File: config.mk
export PLATFORM = sky130hd
export DESIGN_NAME = lsbsd_front
export DESIGN_NICKNAME = d
export VERILOG_FILES = /design/src/hdl/lsbsd_pkg.sv /design/src/hdl/lsbsd_front.sv
export SDC_FILE = /design/constraint.sdc
export NUM_CORES = 1
export LEC_CHECK = 0
export BUFFER_PORTS_ARGS = -buffer_cell sky130_fd_sc_hd__buf_2
export CAP_MARGIN = 20
export CORE_MARGIN = 3
export CORE_UTILIZATION = 51
export DETAILED_ROUTE_END_ITERATION = 12
export GPL_TIMING_DRIVEN = 0
export PLACE_DENSITY = 0.87
export SLEW_MARGIN = 5
export SYNTH_ARGS = -nofsm -noshare
export SYNTH_HDL_FRONTEND = slang
export SYNTH_SLANG_ARGS = --single-unit
export TNS_END_PERCENT = 30
File: constraint.sdc
create_clock -name clk -period 5.5 [get_ports clk]
set_clock_uncertainty 0.15 [all_clocks]
set_input_delay 0 -clock clk [delete_from_list [all_inputs] [get_ports clk]]
set_output_delay 0 -clock clk [all_outputs]
set_load 0.005 [all_outputs]
File: src/hdl/lsbsd_pkg.sv
// ----------------------------------------------------------------------------
// lsbsd_pkg
// Shared types and constants of the bmp lsb deframer.
// ----------------------------------------------------------------------------
`default_nettype none

package lsbsd_pkg;

  parameter int ByteW      = 8;
  parameter int MagicW     = 16;
  parameter int HdrLenW    = 8;
  parameter int LenW       = 32;
  parameter int BitCntW    = 5;
  parameter int CfgIdxW    = 1;
  parameter int CfgDataW   = 16;
  parameter int QueueDepth = 2;

  parameter logic [MagicW-1:0]  MagicReset  = 16'd10787;
  parameter logic [HdrLenW-1:0] HeaderReset = 8'd54;

  // last bit position of each field in the hidden stream
  parameter logic [BitCntW-1:0] LastMagicBit = 5'd15;
  parameter logic [BitCntW-1:0] LastLenBit   = 5'd31;
  parameter logic [BitCntW-1:0] LastUnitBit  = 5'd7;

  typedef enum logic [CfgIdxW-1:0] {
    CFG_MAGIC  = 1'b0,
    CFG_HEADER = 1'b1
  } cfg_idx_t;

  typedef enum logic [1:0] {
    KIND_EXT = 2'd0,
    KIND_PAY = 2'd1,
    KIND_ERR = 2'd2
  } kind_t;

  // one hidden bit handed from the front to the back
  typedef struct packed {
    logic hid_bit;
    logic restart;
  } fwd_t;

  typedef struct packed {
    logic [ByteW-1:0] data;
    kind_t            kind;
    logic             last;
  } result_t;

endpackage

`default_nettype wire

File: src/hdl/lsbsd_front.sv
// ----------------------------------------------------------------------------
// lsbsd_front
// Skips the file header and forwards the lsb of each later byte.
// ----------------------------------------------------------------------------
`default_nettype none

module lsbsd_front
  import lsbsd_pkg::*;
(
  input  wire logic               clk,
  input  wire logic               rst_n,
  input  wire logic               accept,
  input  wire logic [ByteW-1:0]   file_byte,
  input  wire logic               start_of_file,
  input  wire logic [HdrLenW-1:0] header_length,
  output      logic               push,
  output      fwd_t               push_item
);

  logic               in_hdr_r,  in_hdr_nxt;
  logic [HdrLenW-1:0] hdr_cnt_r, hdr_cnt_nxt;
  logic               hdr_now;
  logic [HdrLenW-1:0] hdr_cnt_now;

  always_comb begin
    hdr_now     = start_of_file ? 1'b1 : in_hdr_r;
    hdr_cnt_now = start_of_file ? '0 : hdr_cnt_r;
    in_hdr_nxt  = in_hdr_r;
    hdr_cnt_nxt = hdr_cnt_r;
    push        = 1'b0;
    push_item   = '{hid_bit: file_byte[0], restart: 1'b0};
    if (accept) begin
      if (hdr_now && (hdr_cnt_now < header_length)) begin
        in_hdr_nxt  = 1'b1;
        hdr_cnt_nxt = hdr_cnt_now + 1'b1;
      end else begin
        // first hidden bit after a header restarts the back end
        push              = 1'b1;
        push_item.restart = hdr_now;
        in_hdr_nxt        = 1'b0;
        hdr_cnt_nxt       = hdr_cnt_now;
      end
    end
  end

  always_ff @(posedge clk) begin
    if (!rst_n) begin
      in_hdr_r  <= 1'b1;
      hdr_cnt_r <= '0;
    end else begin
      in_hdr_r  <= in_hdr_nxt;
      hdr_cnt_r <= hdr_cnt_nxt;
    end
  end

endmodule

`default_nettype wire

==> flow_summary.json <==
{
  "result_of_the_run": "finished clean",
  "antenna_cells": 0,
  "yosys-mux-area-fraction_pct": 6.126,
  "timing.hold.worst.start": "file_byte[0]",
  "clk_path_buf_depth": 2,
  "hold_slack_ps": 17.37,
  "grt_max_degree": 11,
  "cts_buffers": 3,
  "synthCells": 106,
  "grt_first_pass_wirelength_um": 3629,
  "worstSkewPairLatency_ps": 270,
  "synth_top_cells_by_count": "12 x sky130_fd_sc_hd__nand2_1, 10 x sky130_fd_sc_hd__inv_1, 9 x sky130_fd_sc_hd__dfxtp_1",
  "die_w_um": 46.03,
  "max_slew_margin_pct": 68.37,
  "yosysSeqAreaShare_pct": 22.05,
  "route.final.wire_length_um": 2178,
  "syn_area_um2": 817.0,
  "setup_total_neg_slack_ps": 0,
  "number_of_global_route_vias_before_repair": 834,
  "vias": 908,
  "flow.area_growth_from_synthesis_pct": 17.15,
  "tightestPinTransition_ps": 474.4,
  "static-leakage-power_nw": 0.4696,
  "worstReg2RegStart": "hdr_cnt_r[5]",
  "fp.dieArea_mm2": 0.002118,
  "global_route.overflow_total": 0,
  "yosysMostFrequentCell": "sky130_fd_sc_hd__nand2_1",
  "grt_setup_unrepaired": "no",
  "dpl_worst_slack_ps": 2901,
  "antenna_violating_nets_post_route": 0,
  "hold_path_class": "in2out",
  "dr.first_iter.drc_count": 36,
  "timing.final.hold_violations": 0,
  "initial_core_util_pct": 58.41,
  "synth_xor_area_share_pct": 1.072,
  "synth.distinct_cells": 36,
  "data_required_time_of_the_worst_path_ps": 5560,
  "synth_nets": 133,
  "yosysTopAreaCellShare_pct": 22.05,
  "synth_edf_count": 0,
  "place.gp.congestion": 0.8435,
  "synth_flop_cell": "sky130_fd_sc_hd__dfxtp_1",
  "ys_warn_count": 0,
  "synth_area_leaders": "sky130_fd_sc_hd__dfxtp_1 22%, sky130_fd_sc_hd__ha_1 11%, sky130_fd_sc_hd__mux2i_1 6.1%, sky130_fd_sc_hd__nand2_1 5.5%, sky130_fd_sc_hd__inv_1 4.6%",
  "total_routing_usage_reported_by_global_routing_pct": 23.62,
  "number_of_register_bits_inferred_by_synthesis": 9,
  "upper_clock_frequency_limit_mhz": 330.5,
  "row_count": 13,
  "clock_tree.htree_level_count": 1,
  "drive_above_1_share_pct": 19.05,
  "worstSetupStartpoint": "hdr_cnt_r[5]",
  "detailedRoute.firstPassIterationCount": 4,
  "yosys.area_share.simple_pct": 34.15,
  "arrival_ps": 3090,
  "final-max-slew-violation-count": 0,
  "synth_top_family_by_area": "simple AND/OR/NAND/NOR gates",
  "place_hpwl_um": 1626,
  "critical_path.startpoint_type": "flip-flop",
  "synth_compound_area_share_pct": 18.07,
  "drc": 0,
  "cts.clk_slew.worst_paths_ps": 60,
  "io_buffers": 13,
  "post_synth_fa_ha_maj_area_fraction_pct": 10.72,
  "finalSetupViolations": 0,
  "die_h_um": 46.03,
  "power_after_layout_mw": 0.1465,
  "clock-root-buffer": "sky130_fd_sc_hd__clkbuf_4",
  "post_cts_buffers": 0,
  "peakVddDrop_uv": 135.9,
  "final_setup_margin_ps": 2474,
  "core_region_area_mm2": 0.001399,
  "path_class": "reg2reg",
  "post_drt_via_cell_ratio": 6.440,
  "cts_tree": "built",
  "cts_sinks": 9,
  "critPathMaxFanout": 9,
  "timing.final.crit_period_ps": 3026,
  "max_cap_viol_count": 0,
  "fin_crit_sh_pct": 55.02,
  "ys_async_sr_fraction_pct": 0,
  "wire_per_inst_um": 15.45,
  "grt_antenna_before_repair": 0,
  "floorplan.io_pins": 23,
  "synthesized_area_per_cell_um2": 7.708,
  "finalNetCount": 154,
  "cp-end-kind": "flip-flop",
  "post_synthesis_cell_type_with_the_largest_combined_area": "sky130_fd_sc_hd__dfxtp_1",
  "power.density_mw_per_mm2": 153.1
}
## final timing paths
path	slack, ps	end	cells past startpoint
max	2470	hdr_cnt_r[4]	9
min	20	push_item[1]	2
max reg2reg	2470	hdr_cnt_r[4]	9
min reg2reg	340	hdr_cnt_r[5]	2
## routing by layer
metal / vias to the layer above / part of all wire (%) / GRT usage, %
met1: 409 / 40 / 28.47
met2: 53 / 49 / 41.21
met3: 11 / 8.9 / 4.348
met5: - / 0 / 0
li1: 435 / - / -
met4: 0 / 2.2 / 7.955
## cell usage in the layout, fill, tap and decap left out
cell	synthesis	layout
sky130_fd_sc_hd__dfxtp_1	9	9
sky130_fd_sc_hd__and2_1	1	1
sky130_fd_sc_hd__xnor2_1	1	1
sky130_fd_sc_hd__a311oi_1	1	1
sky130_fd_sc_hd__a31oi_1	2	2
sky130_fd_sc_hd__a41o_1	1	1
sky130_fd_sc_hd__ha_1	7	7
sky130_fd_sc_hd__o21a_1	1	1
sky130_fd_sc_hd__nand3_1	7	7
sky130_fd_sc_hd__nor2_1	3	3
sky130_fd_sc_hd__dlygate4sd3_1	0	3
sky130_fd_sc_hd__o2111a_1	1	1
sky130_fd_sc_hd__o21ai_0	3	3
sky130_fd_sc_hd__nor2b_2	1	1
sky130_fd_sc_hd__a31o_2	1	1
sky130_fd_sc_hd__and3_1	1	1
sky130_fd_sc_hd__nand2b_2	1	1
sky130_fd_sc_hd__clkbuf_4	0	3
sky130_fd_sc_hd__nand2_1	12	12
sky130_fd_sc_hd__or4_1	3	3
sky130_fd_sc_hd__a21o_1	1	1
sky130_fd_sc_hd__a21oi_1	3	3
sky130_fd_sc_hd__nor2b_1	6	6
sky130_fd_sc_hd__inv_1	10	10
sky130_fd_sc_hd__clkbuf_1	4	5
sky130_fd_sc_hd__buf_4	1	1
sky130_fd_sc_hd__and4_2	2	2
sky130_fd_sc_hd__or2_2	1	1
sky130_fd_sc_hd__o2111ai_2	1	1
sky130_fd_sc_hd__nor3_1	2	2
sky130_fd_sc_hd__a311o_1	2	2
sky130_fd_sc_hd__and4_1	2	2
sky130_fd_sc_hd__buf_2	0	13
sky130_fd_sc_hd__nand4_1	6	6
sky130_fd_sc_hd__a21boi_1	1	1
sky130_fd_sc_hd__nor4_1	1	1
sky130_fd_sc_hd__a221oi_1	1	1
sky130_fd_sc_hd__clkinv_1	1	1
sky130_fd_sc_hd__mux2i_1	5	5
## metrics by stage
step / area [um^2] / std cells / utilization, %
4_1_cts: 957.2 / 141 / 68.43
6_report: 957.2 / 141 / 68.43
3_5_place_dp: 900.9 / 134 / 64.40
5_1_grt: 957.2 / 141 / 68.43
2_1_floorplan: 817.0 / 106 / -
3_3_place_gp: 900.9 / 134 / 64.40
## worst max-delay path, cell delays in order, from the launching register on
cell                            delay, ps
sky130_fd_sc_hd__dfxtp_1              340
sky130_fd_sc_hd__nor2b_1              270
sky130_fd_sc_hd__ha_1                 320
sky130_fd_sc_hd__a41o_1               250
sky130_fd_sc_hd__a21oi_1              160
sky130_fd_sc_hd__o21a_1               150
sky130_fd_sc_hd__clkbuf_1             330
sky130_fd_sc_hd__nand4_1              150
sky130_fd_sc_hd__a221oi_1             260
sky130_fd_sc_hd__dlygate4sd3_1        590
## cell type report
| type | count | area [um^2] |
|---|---|---|
| buffer | 5 | 22.52 |
| clock buffer | 4 | 26.28 |
| fill | 122 | 441.7 |
| inverter | 11 | 41.29 |
| multi-input combinational | 81 | 573.1 |
| sequential | 9 | 180.2 |
| tap | 15 | 18.77 |
| timing repair buffer | 16 | 95.09 |
## sequential cells by signal (all words and copies together) (netlist names)
register   count
hdr_cnt_r      8
in_hdr_r       1
## logic make-up (layout without fill, tap and decap cells)
group / count (synthesis) / in the layout
buf+inv: 16 / 36
fa+ha+maj: 7 / 7
flops: 9 / 9
xor+xnor: 1 / 1
simple gates: 49 / 49
compound gates: 19 / 19
mux: 5 / 5
## report_power, final
part           switching, mW  internal (mW)  total, mW
logic                 0.0137         0.0101     0.0238
registers            0.00119         0.0661     0.0673
clock network         0.0273         0.0281     0.0555
## timing repair
item / CTS / global route
gates resized for setup: 0 / 0
endpoints found under the hold margin: 4 / 0
hold buffers: 3 / 0
Note: power is estimated with default switching activity, not from simulation.
