==> config.mk <==
export PLATFORM = sky130hd
export DESIGN_NAME = lsbsd_queue
export DESIGN_NICKNAME = d
export VERILOG_FILES = /design/src/hdl/lsbsd_pkg.sv /design/src/hdl/lsbsd_queue.sv
export SDC_FILE = /design/constraint.sdc
export NUM_CORES = 1
export LEC_CHECK = 0
export BUFFER_PORTS_ARGS = -buffer_cell sky130_fd_sc_hd__buf_4
export CAP_MARGIN = 30
export CELL_PAD_IN_SITES_DETAIL_PLACEMENT = 0
export CELL_PAD_IN_SITES_GLOBAL_PLACEMENT = 1
export CORE_AREA = 2 2 39 41
export CTS_BUF_LIST = sky130_fd_sc_hd__clkbuf_4 sky130_fd_sc_hd__clkbuf_8 sky130_fd_sc_hd__clkbuf_16
export CTS_CLUSTER_SIZE = 10
export DETAILED_ROUTE_END_ITERATION = 6
export DIE_AREA = 0 0 41 43
export GPL_ROUTABILITY_DRIVEN = 0
export PLACE_DENSITY_LB_ADDON = 0.1
export SETUP_SLACK_MARGIN = 0.02
export SKIP_LAST_GASP = 1
export SYNTH_ARGS = -nofsm -noshare
export SYNTH_HDL_FRONTEND = slang
export SYNTH_SLANG_ARGS = --single-unit
==> constraint.sdc <==
create_clock -name clk -period 1.4 [get_ports clk]
set_input_delay 0.14 -clock clk [delete_from_list [all_inputs] [get_ports clk]]
set_output_delay 0.14 -clock clk [all_outputs]
set_load 0.02 [all_outputs]
==> src/hdl/lsbsd_pkg.sv <==
// ----------------------------------------------------------------------------
// lsbsd_pkg
// Shared types and constants of the bmp lsb deframer.
// ----------------------------------------------------------------------------
`default_nettype none

package lsbsd_pkg;

  parameter int ByteW      = 8;
  parameter int MagicW     = 16;
  parameter int HdrLenW    = 8;
  parameter int LenW       = 32;
  parameter int BitCntW    = 5;
  parameter int CfgIdxW    = 1;
  parameter int CfgDataW   = 16;
  parameter int QueueDepth = 2;

  parameter logic [MagicW-1:0]  MagicReset  = 16'd10787;
  parameter logic [HdrLenW-1:0] HeaderReset = 8'd54;

  // last bit position of each field in the hidden stream
  parameter logic [BitCntW-1:0] LastMagicBit = 5'd15;
  parameter logic [BitCntW-1:0] LastLenBit   = 5'd31;
  parameter logic [BitCntW-1:0] LastUnitBit  = 5'd7;

  typedef enum logic [CfgIdxW-1:0] {
    CFG_MAGIC  = 1'b0,
    CFG_HEADER = 1'b1
  } cfg_idx_t;

  typedef enum logic [1:0] {
    KIND_EXT = 2'd0,
    KIND_PAY = 2'd1,
    KIND_ERR = 2'd2
  } kind_t;

  // one hidden bit handed from the front to the back
  typedef struct packed {
    logic hid_bit;
    logic restart;
  } fwd_t;

  typedef struct packed {
    logic [ByteW-1:0] data;
    kind_t            kind;
    logic             last;
  } result_t;

endpackage

`default_nettype wire

==> src/hdl/lsbsd_queue.sv <==
// ----------------------------------------------------------------------------
// lsbsd_queue
// Short fifo of hidden bits between the front and the back.
// ----------------------------------------------------------------------------
`default_nettype none

module lsbsd_queue
  import lsbsd_pkg::*;
#(
  parameter int DEPTH = QueueDepth
) (
  input  wire logic clk,
  input  wire logic rst_n,
  input  wire logic push,
  input  wire fwd_t push_item,
  input  wire logic pop,
  output      logic full,
  output      logic not_empty,
  output      fwd_t head
);

  localparam int PtrW = (DEPTH > 1) ? $clog2(DEPTH) : 1;
  localparam int CntW = $clog2(DEPTH + 1);
  localparam logic [PtrW-1:0] LastPtr = PtrW'(DEPTH - 1);
  localparam logic [CntW-1:0] FullCnt = CntW'(DEPTH);

  fwd_t            slots_r [DEPTH];
  logic [PtrW-1:0] wr_ptr_r, wr_ptr_nxt;
  logic [PtrW-1:0] rd_ptr_r, rd_ptr_nxt;
  logic [CntW-1:0] count_r,  count_nxt;

  assign full      = (count_r == FullCnt);
  assign not_empty = (count_r != '0);
  assign head      = slots_r[rd_ptr_r];

  always_comb begin
    wr_ptr_nxt = wr_ptr_r;
    rd_ptr_nxt = rd_ptr_r;
    count_nxt  = count_r;
    if (push) begin
      wr_ptr_nxt = (wr_ptr_r == LastPtr) ? '0 : wr_ptr_r + 1'b1;
    end
    if (pop) begin
      rd_ptr_nxt = (rd_ptr_r == LastPtr) ? '0 : rd_ptr_r + 1'b1;
    end
    unique case ({push, pop})
      2'b10:   count_nxt = count_r + 1'b1;
      2'b01:   count_nxt = count_r - 1'b1;
      default: count_nxt = count_r;
    endcase
  end

  always_ff @(posedge clk) begin
    if (push) begin
      slots_r[wr_ptr_r] <= push_item;
    end
  end

  always_ff @(posedge clk) begin
    if (!rst_n) begin
      wr_ptr_r <= '0;
      rd_ptr_r <= '0;
      count_r  <= '0;
    end else begin
      wr_ptr_r <= wr_ptr_nxt;
      rd_ptr_r <= rd_ptr_nxt;
      count_r  <= count_nxt;
    end
  end

  a_no_overflow: assert property (@(posedge clk) disable iff (!rst_n)
    full |-> !push)
    else $error("queue written while full");

  a_no_underflow: assert property (@(posedge clk) disable iff (!rst_n)
    pop |-> not_empty)
    else $error("queue read while empty");

endmodule

`default_nettype wire

==> results of run 1 <==
[cells by family after synthesis]
logic type               after synthesis  share of synthesized area, %
XOR/XNOR                               3                          7.27
flip-flops                             9                          60.9
adder cells (fa/ha/maj)                1                          3.46
buffers and inverters                  1                          1.04
AND/OR/NAND/NOR                        9                          15.6
AO/OA/AOI/OAI                          3                          5.54
multiplexers                           2                          6.23
[placed cells by master (no fill, tap or decap), types with 2 or more instances in the layout]
| master | netlist | routed |
|---|---|---|
| buf_4 | 0 | 9 |
| clkbuf_4 | 0 | 4 |
| dfxtp_1 | 5 | 5 |
| mux2_2 | 2 | 2 |
| xnor2_1 | 2 | 2 |
| and2_1 | 4 | 4 |
| edfxtp_1 | 4 | 4 |
[worst max path at each step]
stage	endpoint	slack (ps)	depth (start not counted)
6_report	head[1]	160	2
5_1_grt	head[1]	120	2
4_1_cts	head[1]	140	2
3_5_place_dp	count_r[1]$_SDFFE_PN0P_	220	5
3_3_place_gp	count_r[1]$_SDFFE_PN0P_	230	5
2_1_floorplan	count_r[1]$_SDFFE_PN0P_	360	4
[power by group]
part	total, mW	switching (mW)	leakage (nW)	internal [mW]
Sequential	0.312	0.0145	0.0791	0.298
Clock	0.209	0.0809	0.0184	0.129
Combinational	0.116	0.0509	0.106	0.0656
[worst max-delay path, delay by kind of cell, from the launching register on]
kind | cells | cell delay, ps
flip-flops | 1 | 350
multiplexers | 1 | 340
buffers and inverters | 1 | 150
[layer usage]
metal | vias to the layer above | GRT usage, % | wire length [um]
met5 | - | 0 | 0
met4 | 0 | 10.0 | 0
met3 | 0 | 1.57 | 23
met2 | 5 | 11.6 | 287
met1 | 102 | 7.28 | 220
li1 | 120 | - | -
[layout make-up]
type	count	area, um2
Fill cell	146	905
Sequential cell	9	220
Multi-Input combinational cell	18	138
Timing Repair Buffer	9	67.6
Clock buffer	4	30.0
Tap cell	16	20.0
Inverter	1	3.75
[per-stage QoR]
| stage | worst slack (ps) | utilization, % | instance area (um2) | std cells | hold WS (ps) |
|---|---|---|---|---|---|
| 2_1_floorplan | 364 | - | 362 | 28 | 239 |
| 3_5_place_dp | 220 | 32.5 | 449 | 53 | 328 |
| 5_1_grt | 119 | 34.6 | 479 | 57 | 59.7 |
| 4_1_cts | 144 | 34.6 | 479 | 57 | 60.6 |
| 6_report | 163 | 34.6 | 479 | 57 | 70.9 |
| 3_3_place_gp | 227 | 32.5 | 449 | 53 | 327 |
==> results.toml, run 1 <==
[status]
status = "complete, no violations"

[pwr]
p_per_area_nw_per_um2 = 1330
ir_drop_mv = 0.488
power_leakage_nw = 0.203
finalPower_mw = 0.638

[critical_path]
critPathRequiredTime_ps = 1260
worstSetupPathType = "reg -> out"
path_max_fanout = 2
end_kind = "primary output"
r2r_slack_ps = 400
crit_slowest_cell = "dfxtp_1"
crit_arrival_ps = 1100
timing.rr.end = "count_r[1]$_SDFFE_PN0P_"
r2r-start = "count_r[0]$_SDFFE_PN0P_"
reg2reg_depth = 3
max_stage_delay_ps = 350
critPathLaunchType = "flip-flop"
cp_cell_sequence = "mux2_2 -> buf_4"

[clock_network]
cts.clk_slew.worst_paths_ps = 60
cts_sinks = 9
post_cts_buffers = 0
holdBufCountCts = 0
cts-resized-gates = 0
cts_buffer_depth = 2
cts_buffers = 3
clk-insertion-delay-late_ps = 250
clock-root-buffer = "clkbuf_4"
cts_tree = "built"
htree_levels = 1

[cells_and_area]
final_net_count = 49
diodes = 0
drive_above_1_share_pct = 41.5
area_delta_synth_final_pct = 32.5

[timing]
relSlewSlack_pct = 84.5
slew_violations = 0
setup_viol = 0
rsz0062_at_grt = "false"
skew_ps = 0.637
max_freq_mhz = 808
hold_viol = 0
worstMarginPinSlew_ps = 232
layout_min_cycle_time_ps = 1240
period_share_pct = 88.4
setup_tns_ps = 0

[synth]
synth_top_area_cell = "edfxtp_1"
syn_area_um2 = 362
synthArstFlopShare_pct = 0
ys_seq_elements = 9
yosysWarnings = 0
syn_inst = 28
yosys.cell_types.count = 16
synth_most_common_cell = "dfxtp_1"
synth_top_cell_area_share_pct = 33.2
synth_edf_count = 4
seq_area_frac_synth_pct = 60.9
synth_nets = 35
synthFlopType = "dfxtp_1"
synthTopCellsByCount = "dfxtp_1 (5), and2_1 (4), edfxtp_1 (4)"
synth_area_leaders = "edfxtp_1 (33%), dfxtp_1 (28%), and2_1 (6.9%)"
syn_area_per_cell_um2 = 12.9

[grt]
grt_use_total_pct = 7.80
grt_pass1_vias = 214
grt_max_degree = 6
overflow = 0
grt_antenna_before_repair = 0
grt_first_pass_wirelength_um = 821

[hold_path]
holdPathEnd = "slots_r[0][1]$_DFFE_PP_"
hold_start = "push_item[1]"
hp-class = "in -> reg"
hold_depth = 1

[placement]
portBuffers = 9
dp_hpwl_um = 432

[floorplan]
die_w_um = 41
num_rows = 14
core_um2 = 1380
num_io_pins = 10
start_util_pct = 26.1
die_y_um = 43
die_area_um2 = 1760

[route]
viasPerCell = 3.98
drt_iter0_drc = 0
final_antenna_net_count = 0
drcViolationCount = 0
routedWlPerCell_um = 9.30
drt_pre_antenna_iters = 1
num_vias = 227
finalWirelength_um = 530

[flow_run]
maxCapViolCount = 0
Power figures use the tool's default switching activity.
==> inputs of run 2 (changes only) <==
SETUP_SLACK_MARGIN = 0.3   (was 0.02)
==> results.toml, run 2 (same netlist as run 1, synthesis figures left out) <==
[status]
status = "complete, no violations"

[critical_path]
crit_family = "flip-flops"
r2r_slack_ps = 330
max_stage_delay_ps = 350
crit_arrival_ps = 1040
path_max_fanout = 2
cp_cell_sequence = "mux2_4 -> buf_6"
crit_slowest_cell = "dfxtp_2"
worstSetupPathType = "reg -> out"
reg2reg_depth = 4
end_kind = "primary output"
r2r-start = "count_r[0]$_SDFFE_PN0P_"
worst-path-buf-inv = 1
critPathLaunchType = "flip-flop"
timing.rr.end = "count_r[1]$_SDFFE_PN0P_"
critPathRequiredTime_ps = 1260

[cells_and_area]
final_common_cell = "buf_4"
final_net_count = 51
multi_input_area_um2 = 148
fillerInstances = 144
area.sequential_um2 = 224
final_cell_mix = "buf_4 (7), and2_1 (4), clkbuf_4 (4), buf_6 (4), edfxtp_1 (4)"
drive_above_1_share_pct = 51.2
diodes = 0
area_delta_synth_final_pct = 44.6

[timing]
slew_violations = 0
relSlewSlack_pct = 84.5
rsz0062_at_grt = "true"
hold_viol = 0
fin_ws_ps = 222
skew_ps = 3.34
setup_tns_ps = 0
worstMarginPinSlew_ps = 231
setup_viol = 0
layout_min_cycle_time_ps = 1180
max_freq_mhz = 849
period_share_pct = 84.2

[grt]
grt_max_degree = 6
overflow = 0
grt_first_pass_wirelength_um = 834
grt_pass1_vias = 217
grt_antenna_before_repair = 0
grt_use_total_pct = 7.90

[route]
drcViolationCount = 0
final_antenna_net_count = 0
drt_iter0_drc = 4
finalWirelength_um = 551
drt_pre_antenna_iters = 3
num_vias = 233
viasPerCell = 3.95
routedWlPerCell_um = 9.34

[flow_run]
maxCapViolCount = 0

[placement]
post-place-ws_ps = 220
dp_hpwl_um = 432
portBuffers = 9

[clock_network]
cts_tree = "built"
cts_buffer_depth = 2
holdBufCountCts = 0
cts_buffers = 3
clk-insertion-delay-late_ps = 250
clock-root-buffer = "clkbuf_4"
cts_sinks = 9
htree_levels = 1
cts.clk_slew.worst_paths_ps = 60

[floorplan]
core_um2 = 1380
die_area_um2 = 1760
start_util_pct = 26.1
die_y_um = 43
die_w_um = 41
num_rows = 14
num_io_pins = 10

[pwr]
power_leakage_nw = 0.227
ir_drop_mv = 0.504
p_per_area_nw_per_um2 = 1290

[hold_path]
hold_start = "push_item[1]"
holdPathEnd = "slots_r[0][1]$_DFFE_PP_"
hp-class = "in -> reg"
hold_depth = 1
[run 2: cell types whose count changed in the layout (fill, tap and decap cells not counted)]
cell	previous run	this run
mux2_4	0	2
mux2_2	2	0
or2_4	0	1
dfxtp_1	5	2
buf_6	0	4
buf_4	9	7
dfxtp_2	0	3
or2_2	1	0
[run 2: layout make-up]
class,count,area share (%)
Clock buffer,4,5.74
Inverter,1,0.718
Timing Repair Buffer,11,18.7
Tap cell,16,3.83
Multi-Input combinational cell,18,28.2
Sequential cell,9,42.8
[run 2: report_power, final]
part / internal (mW) / leakage (nW) / switching [mW]
Sequential: 0.300 / 0.0800 / 0.0126
Clock: 0.129 / 0.0184 / 0.0832
Combinational: 0.0926 / 0.128 / 0.0596
[run 2: worst reg2reg max path, cell delays in order, from the launching register on]
cell	delay, ps
dfxtp_2	320
buf_4	130
xnor2_1	130
or3_1	300
a21boi_1	120
[run 2: worst max-delay path by stage]
stage                                          to  cells past startpoint  slack (ps)               startpoint
after floorplan           count_r[1]$_SDFFE_PN0P_                      4         360                     push
after global placement    count_r[1]$_SDFFE_PN0P_                      5         230                     push
after detailed placement  count_r[1]$_SDFFE_PN0P_                      5         220                     push
after CTS                                 head[1]                      2         210                flip-flop
after global routing                      head[0]                      2         190  slots_r[1][0]$_DFFE_PP_
final                                     head[0]                      2         220                flip-flop
[run 2: routing by layer]
metal  part of all wire [%]  global-route usage (%)  wire length (um)
met4                      0                    10.0                 0
met1                     42                    7.62               234
met5                      0                       0                 0
met3                    2.9                    1.57                16
met2                     54                    11.6               300
[run 2: repair_timing]
| item | CTS | global route |
|---|---|---|
| setup buffers | 1 | 1 |
| pin swaps | 0 | 2 |
| setup endpoints to repair | 4 | 5 |
| gates resized for setup | 8 | 2 |
[run 2: through the flow]
stage                     instances  hold WS [ps]  area (um2)  utilization [%]  total power, mW
final                            59          71.2         523             37.8            0.677
after global routing             59          59.7         523             37.8            0.711
after detailed placement         53           328         449             32.5            0.436
after global placement           53           327         449             32.5            0.434
after floorplan                  28           239         362                -            0.389
after CTS                        58          60.6         510             36.9            0.679
