[config.mk]
export PLATFORM = sky130hd
export DESIGN_NAME = lsbsd_back
export DESIGN_NICKNAME = d
export VERILOG_FILES = /design/src/hdl/lsbsd_pkg.sv /design/src/hdl/lsbsd_back.sv
export SDC_FILE = /design/constraint.sdc
export NUM_CORES = 1
export LEC_CHECK = 0
export BUFFER_PORTS_ARGS = -buffer_cell sky130_fd_sc_hd__buf_4
export CORE_MARGIN = 5
export CORE_UTILIZATION = 54
export CTS_CLUSTER_SIZE = 12
export DETAILED_ROUTE_END_ITERATION = 10
export GPL_TIMING_DRIVEN = 0
export MAX_ROUTING_LAYER = met4
export PLACE_DENSITY = 0.73
export SETUP_SLACK_MARGIN = 0.02
export SYNTH_ARGS = -nofsm -noshare
export SYNTH_HDL_FRONTEND = slang
export SYNTH_SLANG_ARGS = --single-unit
[constraint.sdc]
create_clock -name clk -period 8.84 [get_ports clk]
set_input_delay 1.768 -clock clk [delete_from_list [all_inputs] [get_ports clk]]
set_output_delay 1.768 -clock clk [all_outputs]
set_load 0.01 [all_outputs]
[src/hdl/lsbsd_pkg.sv]
// ----------------------------------------------------------------------------
// lsbsd_pkg
// Shared types and constants of the bmp lsb deframer.
// ----------------------------------------------------------------------------
`default_nettype none

package lsbsd_pkg;

  parameter int ByteW      = 8;
  parameter int MagicW     = 16;
  parameter int HdrLenW    = 8;
  parameter int LenW       = 32;
  parameter int BitCntW    = 5;
  parameter int CfgIdxW    = 1;
  parameter int CfgDataW   = 16;
  parameter int QueueDepth = 2;

  parameter logic [MagicW-1:0]  MagicReset  = 16'd10787;
  parameter logic [HdrLenW-1:0] HeaderReset = 8'd54;

  // last bit position of each field in the hidden stream
  parameter logic [BitCntW-1:0] LastMagicBit = 5'd15;
  parameter logic [BitCntW-1:0] LastLenBit   = 5'd31;
  parameter logic [BitCntW-1:0] LastUnitBit  = 5'd7;

  typedef enum logic [CfgIdxW-1:0] {
    CFG_MAGIC  = 1'b0,
    CFG_HEADER = 1'b1
  } cfg_idx_t;

  typedef enum logic [1:0] {
    KIND_EXT = 2'd0,
    KIND_PAY = 2'd1,
    KIND_ERR = 2'd2
  } kind_t;

  // one hidden bit handed from the front to the back
  typedef struct packed {
    logic hid_bit;
    logic restart;
  } fwd_t;

  typedef struct packed {
    logic [ByteW-1:0] data;
    kind_t            kind;
    logic             last;
  } result_t;

endpackage

`default_nettype wire

[src/hdl/lsbsd_back.sv]
// ----------------------------------------------------------------------------
// lsbsd_back
// Assembles hidden bits into magic, lengths, extension and payload bytes.
// ----------------------------------------------------------------------------
`default_nettype none

module lsbsd_back
  import lsbsd_pkg::*;
(
  input  wire logic              clk,
  input  wire logic              rst_n,
  input  wire logic              q_valid,
  input  wire fwd_t              q_item,
  output      logic              pop,
  input  wire logic [MagicW-1:0] magic_word,
  output      logic              res_valid,
  output      result_t           res,
  input  wire logic              res_ready
);

  typedef enum logic [2:0] {
    PH_MAGIC,
    PH_EXT_LEN,
    PH_EXT_CHARS,
    PH_PAY_LEN,
    PH_PAYLOAD,
    PH_DONE,
    PH_HALTED
  } phase_t;

  phase_t             phase_r,  phase_nxt;
  logic [BitCntW-1:0] bit_cnt_r, bit_cnt_nxt;
  logic [LenW-1:0]    shift_r,  shift_nxt;
  logic [LenW-1:0]    remain_r, remain_nxt;
  logic               out_valid_r, out_valid_nxt;
  result_t            out_r,    out_nxt;

  phase_t             ph;
  logic [BitCntW-1:0] cnt;
  logic               produce;
  result_t            new_res;
  logic [LenW-1:0]    remain_dec;

  assign pop       = q_valid && (!out_valid_r || res_ready);
  assign res_valid = out_valid_r;
  assign res       = out_r;

  always_comb begin
    ph          = q_item.restart ? PH_MAGIC : phase_r;
    cnt         = q_item.restart ? '0 : bit_cnt_r;
    // bits enter at the top, so a finished field sits in the upper bits
    shift_nxt   = {q_item.hid_bit, shift_r[LenW-1:1]};
    phase_nxt   = ph;
    bit_cnt_nxt = cnt + 1'b1;
    remain_nxt  = remain_r;
    remain_dec  = remain_r - 1'b1;
    produce     = 1'b0;
    new_res     = '{data: shift_nxt[LenW-1 -: ByteW], kind: KIND_EXT, last: 1'b0};
    unique case (ph)
      PH_MAGIC: begin
        if (cnt == LastMagicBit) begin
          bit_cnt_nxt = '0;
          if (shift_nxt[LenW-1 -: MagicW] != magic_word) begin
            phase_nxt    = PH_HALTED;
            produce      = 1'b1;
            new_res.data = '0;
            new_res.kind = KIND_ERR;
          end else begin
            phase_nxt = PH_EXT_LEN;
          end
        end
      end
      PH_EXT_LEN, PH_PAY_LEN: begin
        if (cnt == LastLenBit) begin
          bit_cnt_nxt = '0;
          remain_nxt  = shift_nxt;
          if (ph == PH_EXT_LEN) begin
            phase_nxt = (shift_nxt != '0) ? PH_EXT_CHARS : PH_PAY_LEN;
          end else begin
            phase_nxt = (shift_nxt != '0) ? PH_PAYLOAD : PH_DONE;
          end
        end
      end
      PH_EXT_CHARS, PH_PAYLOAD: begin
        if (cnt == LastUnitBit) begin
          bit_cnt_nxt = '0;
          remain_nxt  = remain_dec;
          produce     = 1'b1;
          if (ph == PH_PAYLOAD) begin
            new_res.kind = KIND_PAY;
          end
          if (remain_dec == '0) begin
            if (ph == PH_PAYLOAD) begin
              new_res.last = 1'b1;
              phase_nxt    = PH_DONE;
            end else begin
              phase_nxt = PH_PAY_LEN;
            end
          end
        end
      end
      default: begin
        // done or halted: bits are dropped until the next file
        bit_cnt_nxt = cnt;
        shift_nxt   = shift_r;
      end
    endcase

    out_nxt       = out_r;
    out_valid_nxt = out_valid_r && !res_ready;
    if (pop && produce) begin
      out_valid_nxt = 1'b1;
      out_nxt       = new_res;
    end
  end

  always_ff @(posedge clk) begin
    if (!rst_n) begin
      phase_r     <= PH_DONE;
      bit_cnt_r   <= '0;
      out_valid_r <= 1'b0;
    end else begin
      if (pop) begin
        phase_r   <= phase_nxt;
        bit_cnt_r <= bit_cnt_nxt;
      end
      out_valid_r <= out_valid_nxt;
    end
    if (pop) begin
      shift_r  <= shift_nxt;
      remain_r <= remain_nxt;
    end
    out_r <= out_nxt;
  end

  a_err_clean: assert property (@(posedge clk) disable iff (!rst_n)
    (out_valid_r && out_r.kind == KIND_ERR) |-> (out_r.data == '0 && !out_r.last))
    else $error("error result carries data");

  a_last_payload: assert property (@(posedge clk) disable iff (!rst_n)
    (out_valid_r && out_r.last) |-> (out_r.kind == KIND_PAY))
    else $error("last flag on a non-payload result");

  a_last_ends: assert property (@(posedge clk) disable iff (!rst_n)
    (pop && produce && new_res.last) |=> (phase_r == PH_DONE))
    else $error("final payload byte did not end the file");

  a_halt_after_err: assert property (@(posedge clk) disable iff (!rst_n)
    (pop && produce && new_res.kind == KIND_ERR) |=> (phase_r == PH_HALTED))
    else $error("magic mismatch did not halt decoding");

endmodule

`default_nettype wire

==> qor.yml, run 1 <==
status:
  status: "complete, no violations"
pwr:
  power_density_nw_per_um2: 170.1
  power_leakage_nw: 1.723
  design_power_total_w: 0.0008362
  ir_worst_vdd_mv: 0.09898
clock_network:
  cts_resized: 0
  cts_root_buffer: "clkbuf_8"
  htreeDepth: 3
  clkTransAtPathRegs_ns: 0.08
  clkLatencyLatePin_ns: 0.35
  cts_made_buffers: 9
  holdBufCountCts: 0
  cts_tree: "built"
  cts.sinks: 83
  cts_setup_buffers: 0
  cts_max_path_buffers: 2
setup_path:
  start_kind: "input port"
  end_kind: "flip-flop"
  cp_max_fo: 12
  cp.arrival_ns: 4.59
  cp_data_required_time_ns: 8.82
  critical_path_class: "input port to flip-flop"
timing:
  fin_tns_setup_ns: 0
  fin_skew_ns: 0.01180
  slew_headroom: 0.2523
  setup_viol: 0
  finalCriticalPeriod_ns: 4.614
  rsz0062_at_grt: "false"
  drv_slew: 0
  finalCritPeriodShare: 0.5220
  hold_viol_final: 0
  tightest_slew_ns: 1.122
  max_freq_ghz: 0.2167
synthesis:
  synth_edf_count: 74
  syn_area_per_cell_um2: 11.17
  synth_common_cells: "edfxtp_1 (74), nand2_1 (44), o21ai_0 (39), xor2_1 (26)"
  synth_seq_cells: 83
  synth.area.top_cells: "edfxtp_1 (52%), xor2_1 (5.4%), o21ai_0 (4.6%)"
  yosysTopAreaCell: "edfxtp_1"
  synth.most_common_cell: "edfxtp_1"
  ys_warn_count: 0
  yosys.area_share.simple: 0.2134
  synth_top_family_by_area: "simple AND/OR/NAND/NOR gates"
  synth.distinct_cells: 50
  async_flop_share: 0
  ys.flop_type: "edfxtp_1"
  syn_nets: 407
  synth_xor_area_frac: 0.09725
  synthCells: 379
  yosys.area_share.adder: 0.01774
  yosysSeqAreaShare: 0.5675
  synth.area.mux_share: 0.002660
  netlist_area_um2: 4233
  synth_compound_area_frac: 0.08365
  synth_top_area_share: 0.5250
die:
  dieArea_um2: 9709
  fp.dieH_um: 98.54
  die_w_um: 98.54
  num_io_pins: 35
  core-area_um2: 7687
  initial_utilization: 0.5506
  rows: 32
final_layout:
  antenna_cells: 0
  drive_above_1_share: 0.1442
  post-route-cell-area_um2: 4915
  area_growth_pct: 16.11
  layout.nets: 453
drt:
  dr.pass1.iters: 5
  avgViaCountPerCell: 5.769
  routed_wl_um: 9389
  drt-initial-drc-count: 170
  routedWlPerCell_um: 17.65
  num_vias: 3069
  antenna_left: 0
  drcViolationCount: 0
grt:
  antenna_found_initial: 0
  grt_pass1_vias: 2982
  grt_overflow: 0
  grt_pass1_wl_um: 15240
  grt_max_degree: 37
  grt_usage: 0.2015
job:
  maxCapViolations: 0
place:
  placed_area_um2: 4647
  detailed_place_hpwl_um: 6587
  numPortBuffers: 33
  place_congestion: 0.8773
min_path:
  hp-class: "flip-flop to flip-flop"
worst max-delay path, stage by stage:
cell	delay [ns]
buf_4	0.14
clkbuf_1	0.22
nor2b_1	0.18
ha_1	0.22
nor4b_2	0.46
or4b_2	0.69
a21oi_1	0.91
report_power, final:
part           total [W]  internal [W]  leakage (nW)  switching, W
combinational  0.0000552     0.0000236         0.852     0.0000316
clock           0.000326      0.000187         0.121      0.000139
sequential      0.000455      0.000442         0.750     0.0000128
through the flow:
step	util	hold slack (ns)	setup slack (ns)	cells
after floorplan	-	0.4459	3.684	379
after detailed placement	0.6045	0.4736	3.847	515
after global routing	0.6393	0.5106	4.015	532
after CTS	0.6357	0.4975	4.181	531
final	0.6393	0.4992	4.226	532
after global placement	0.5994	0.4637	2.554	514
registers in the layout, summed over array words and instances (netlist names):
| register | flops |
|---|---|
| remain_r | 32 |
| shift_r | 31 |
| res | 11 |
| bit_cnt_r | 5 |
| phase_r | 3 |
| res_valid | 1 |
cells in the final DEF, fill, tap and decap left out, drive strengths merged, types with 3 or more instances in the layout:
cell type / Yosys / routed
edfxtp: 74 / 74
nand2: 44 / 44
o21ai: 39 / 39
buf: 1 / 36
xor2: 26 / 26
nor4: 22 / 22
nor2: 21 / 21
xnor2: 21 / 21
clkbuf: 11 / 20
nor3: 11 / 11
nand3: 9 / 9
and2: 9 / 9
dfxtp: 9 / 9
nand4: 9 / 9
nand2b: 8 / 8
a21oi: 8 / 8
inv: 8 / 7
nor2b: 7 / 7
ha: 6 / 6
clkinv: 0 / 5
and3: 3 / 3
or3: 3 / 3
bufinv: 0 / 3
or4b: 3 / 3
cells by family after synthesis:
group,count (synthesis)
AO/OA/AOI/OAI,62
XOR/XNOR,47
adder cells (fa/ha/maj),6
buffers and inverters,20
flip-flops,83
multiplexers,1
AND/OR/NAND/NOR,160
layer usage:
metal / track usage / vias up / share of wire
li1: - / 1483 / -
met1: 0.2676 / 1491 / 0.45
met2: 0.3177 / 82 / 0.49
met3: 0.02972 / 13 / 0.048
met4: 0.07143 / 0 / 0.016
met5: - / - / 0
area by class of cell:
cell class / instances / area (um^2)
clock inverters: 7 / 116.4
well taps: 102 / 127.6
clock buffers: 9 / 123.9
fillers: 628 / 2773
repair buffers: 35 / 302.8
flip-flops and latches: 83 / 2402
multi-input cells: 276 / 1767
plain buffers: 12 / 45.04
inverters: 8 / 30.03
worst paths after layout:
path,start,endpoint,slack (ns),cells past startpoint
hold / removal,shift_r[2],shift_r[1],0.50,0
setup reg to reg,bit_cnt_r[0],res[4],5.60,5
hold reg to reg,shift_r[2],shift_r[1],0.50,0
setup / recovery,q_item[0],res[4],4.23,7
Power figures use the tool's default switching activity.
==> inputs of run 2 (changes only) <==
--- a/config.mk
+++ b/config.mk
@@ -12,7 +12,7 @@
 export DETAILED_ROUTE_END_ITERATION = 10
 export GPL_TIMING_DRIVEN = 0
 export MAX_ROUTING_LAYER = met4
-export PLACE_DENSITY = 0.73
+export PLACE_DENSITY = 0.76
 export SETUP_SLACK_MARGIN = 0.02
 export SYNTH_ARGS = -nofsm -noshare
 export SYNTH_HDL_FRONTEND = slang
==> constraint.sdc (replaced) <==
create_clock -name clk -period 4.12 [get_ports clk]
set_input_delay 0.824 -clock clk [delete_from_list [all_inputs] [get_ports clk]]
set_output_delay 0.824 -clock clk [all_outputs]
set_load 0.01 [all_outputs]
==> qor.yml, run 2 (synthesis gave the netlist of run 1 again) <==
status:
  status: "complete, no violations"
timing:
  tightest_slew_ns: 1.078  # -0.04337 ns
  fin_tns_setup_ns: 0  # unchanged
  finalCriticalPeriod_ns: 3.635
  hold_viol_final: 0  # unchanged
  drv_slew: 0  # unchanged
  rsz0062_at_grt: "false"
  slew_headroom: 0.2812  # +0.02891
  finalCritPeriodShare: 0.8824
  setup_viol: 0  # unchanged
  max_freq_ghz: 0.2751
  fin_skew_ns: 0.008764  # -0.003034 ns
drt:
  routedWlPerCell_um: 17.19  # -2.6%
  avgViaCountPerCell: 5.697  # -1.2%
  drt-initial-drc-count: 158  # -7.1%
  dr.pass1.iters: 5  # unchanged
  routed_wl_um: 9144  # -2.6%
  drcViolationCount: 0  # unchanged
  antenna_left: 0  # unchanged
  num_vias: 3031  # -1.2%
clock_network:
  holdBufCountCts: 0  # unchanged
  cts.sinks: 83  # unchanged
  cts_tree: "built"
  cts_resized: 0  # unchanged
  cts_setup_buffers: 0  # unchanged
  cts_made_buffers: 9  # unchanged
  clkTransAtPathRegs_ns: 0.08  # about the same
  cts_root_buffer: "clkbuf_8"
  htreeDepth: 3  # unchanged
  clkLatencyLatePin_ns: 0.35  # about the same
  cts_max_path_buffers: 2  # unchanged
grt:
  grt_overflow: 0  # unchanged
  grt_max_degree: 37  # unchanged
  grt_pass1_vias: 2919  # -2.1%
  grt_pass1_wl_um: 14450  # -5.2%
  antenna_found_initial: 0  # unchanged
  grt_usage: 0.1941  # -0.007379
place:
  dp_cells: 515  # unchanged
  place_congestion: 0.8838  # +0.74%
  numPortBuffers: 33  # unchanged
  detailed_place_hpwl_um: 6552  # -0.53%
  placed_area_um2: 4647  # unchanged
setup_path:
  cp_max_fo: 12  # unchanged
  end_kind: "flip-flop"
  cp.arrival_ns: 3.61  # -0.98 ns
  critical_path_class: "input port to flip-flop"
  cp_data_required_time_ns: 4.10  # -4.72 ns
  start_kind: "input port"
pwr:
  ir_worst_vdd_mv: 0.1790  # +81%
  power_leakage_nw: 1.713  # -0.55%
  power_density_nw_per_um2: 353.6  # +110%
final_layout:
  largest_reg_flops: 32  # unchanged
  post-route-cell-area_um2: 4892  # -0.46%
  layout.nets: 453  # unchanged
  drive_above_1_share: 0.1442  # unchanged
  fin_cells: 532  # unchanged
  area_growth_pct: 15.58
  layout_common_cells: "edfxtp_1 (74), nand2_1 (44), o21ai_0 (39)"
  top_register: "remain_r"
  antenna_cells: 0  # unchanged
  final_common_cell: "edfxtp_1"
die:
  initial_utilization: 0.5506  # unchanged
  rows: 32  # unchanged
  core-area_um2: 7687  # unchanged
  die_w_um: 98.54  # unchanged
  dieArea_um2: 9709  # unchanged
  fp.dieH_um: 98.54  # unchanged
  num_io_pins: 35  # unchanged
job:
  maxCapViolations: 0  # unchanged
min_path:
  hp-class: "flip-flop to flip-flop"
-- run 2: through the flow --
step / worst slack, ns / util / hold slack, ns / total power (W)
detailed placement: 0.1041 / 0.6045 / 0.4662 / 0.001108
floorplan: 0.5262 / - / 0.4459 / 0.001057
finish: 0.4845 / 0.6364 / 0.4882 / 0.001730
global placement: -0.2887 / 0.5999 / 0.4640 / 0.001103
global route: 0.2725 / 0.6364 / 0.5022 / 0.001790
CTS: 0.4729 / 0.6328 / 0.4919 / 0.001734
-- run 2: area by class of cell --
type,count,area [um^2]
repair buffers,35,302.8
fillers,636,2795
clock buffers,10,127.6
multi-input cells,276,1767
inverters,8,30.03
plain buffers,12,45.04
flip-flops and latches,83,2402
clock inverters,6,90.09
well taps,102,127.6
-- run 2: per-layer routing --
metal	track usage	part of all wire	vias to the layer above	routed length, um
met5	-	0	-	0
met1	0.2484	0.45	1452	4127
met4	0.06408	0.016	0	143
met3	0.04954	0.053	12	484
met2	0.3037	0.48	78	4390
li1	-	-	1489	-
-- run 2: critical path, stage by stage --
cell and delay (ns):
buf_4 0.14, clkbuf_1 0.21, nor2b_1 0.17, ha_1 0.22, nor4b_2 0.47, or4b_2 0.69
a21oi_1 0.88
-- run 2: path summary, 6_finish.rpt --
kind | from | endpoint | slack [ns] | depth (start not counted)
max reg2reg | bit_cnt_r[0] | res[3] | 0.88 | 5
min | shift_r[3] | shift_r[2] | 0.49 | 0
max | q_item[0] | res[3] | 0.48 | 7
min reg2reg | shift_r[3] | shift_r[2] | 0.49 | 0
-- run 2: report_power, final --
part | switching (W) | internal [W] | leakage, nW
Combinational | 0.0000672 | 0.0000506 | 0.857
Sequential | 0.0000266 | 0.000949 | 0.750
Clock | 0.000294 | 0.000342 | 0.106
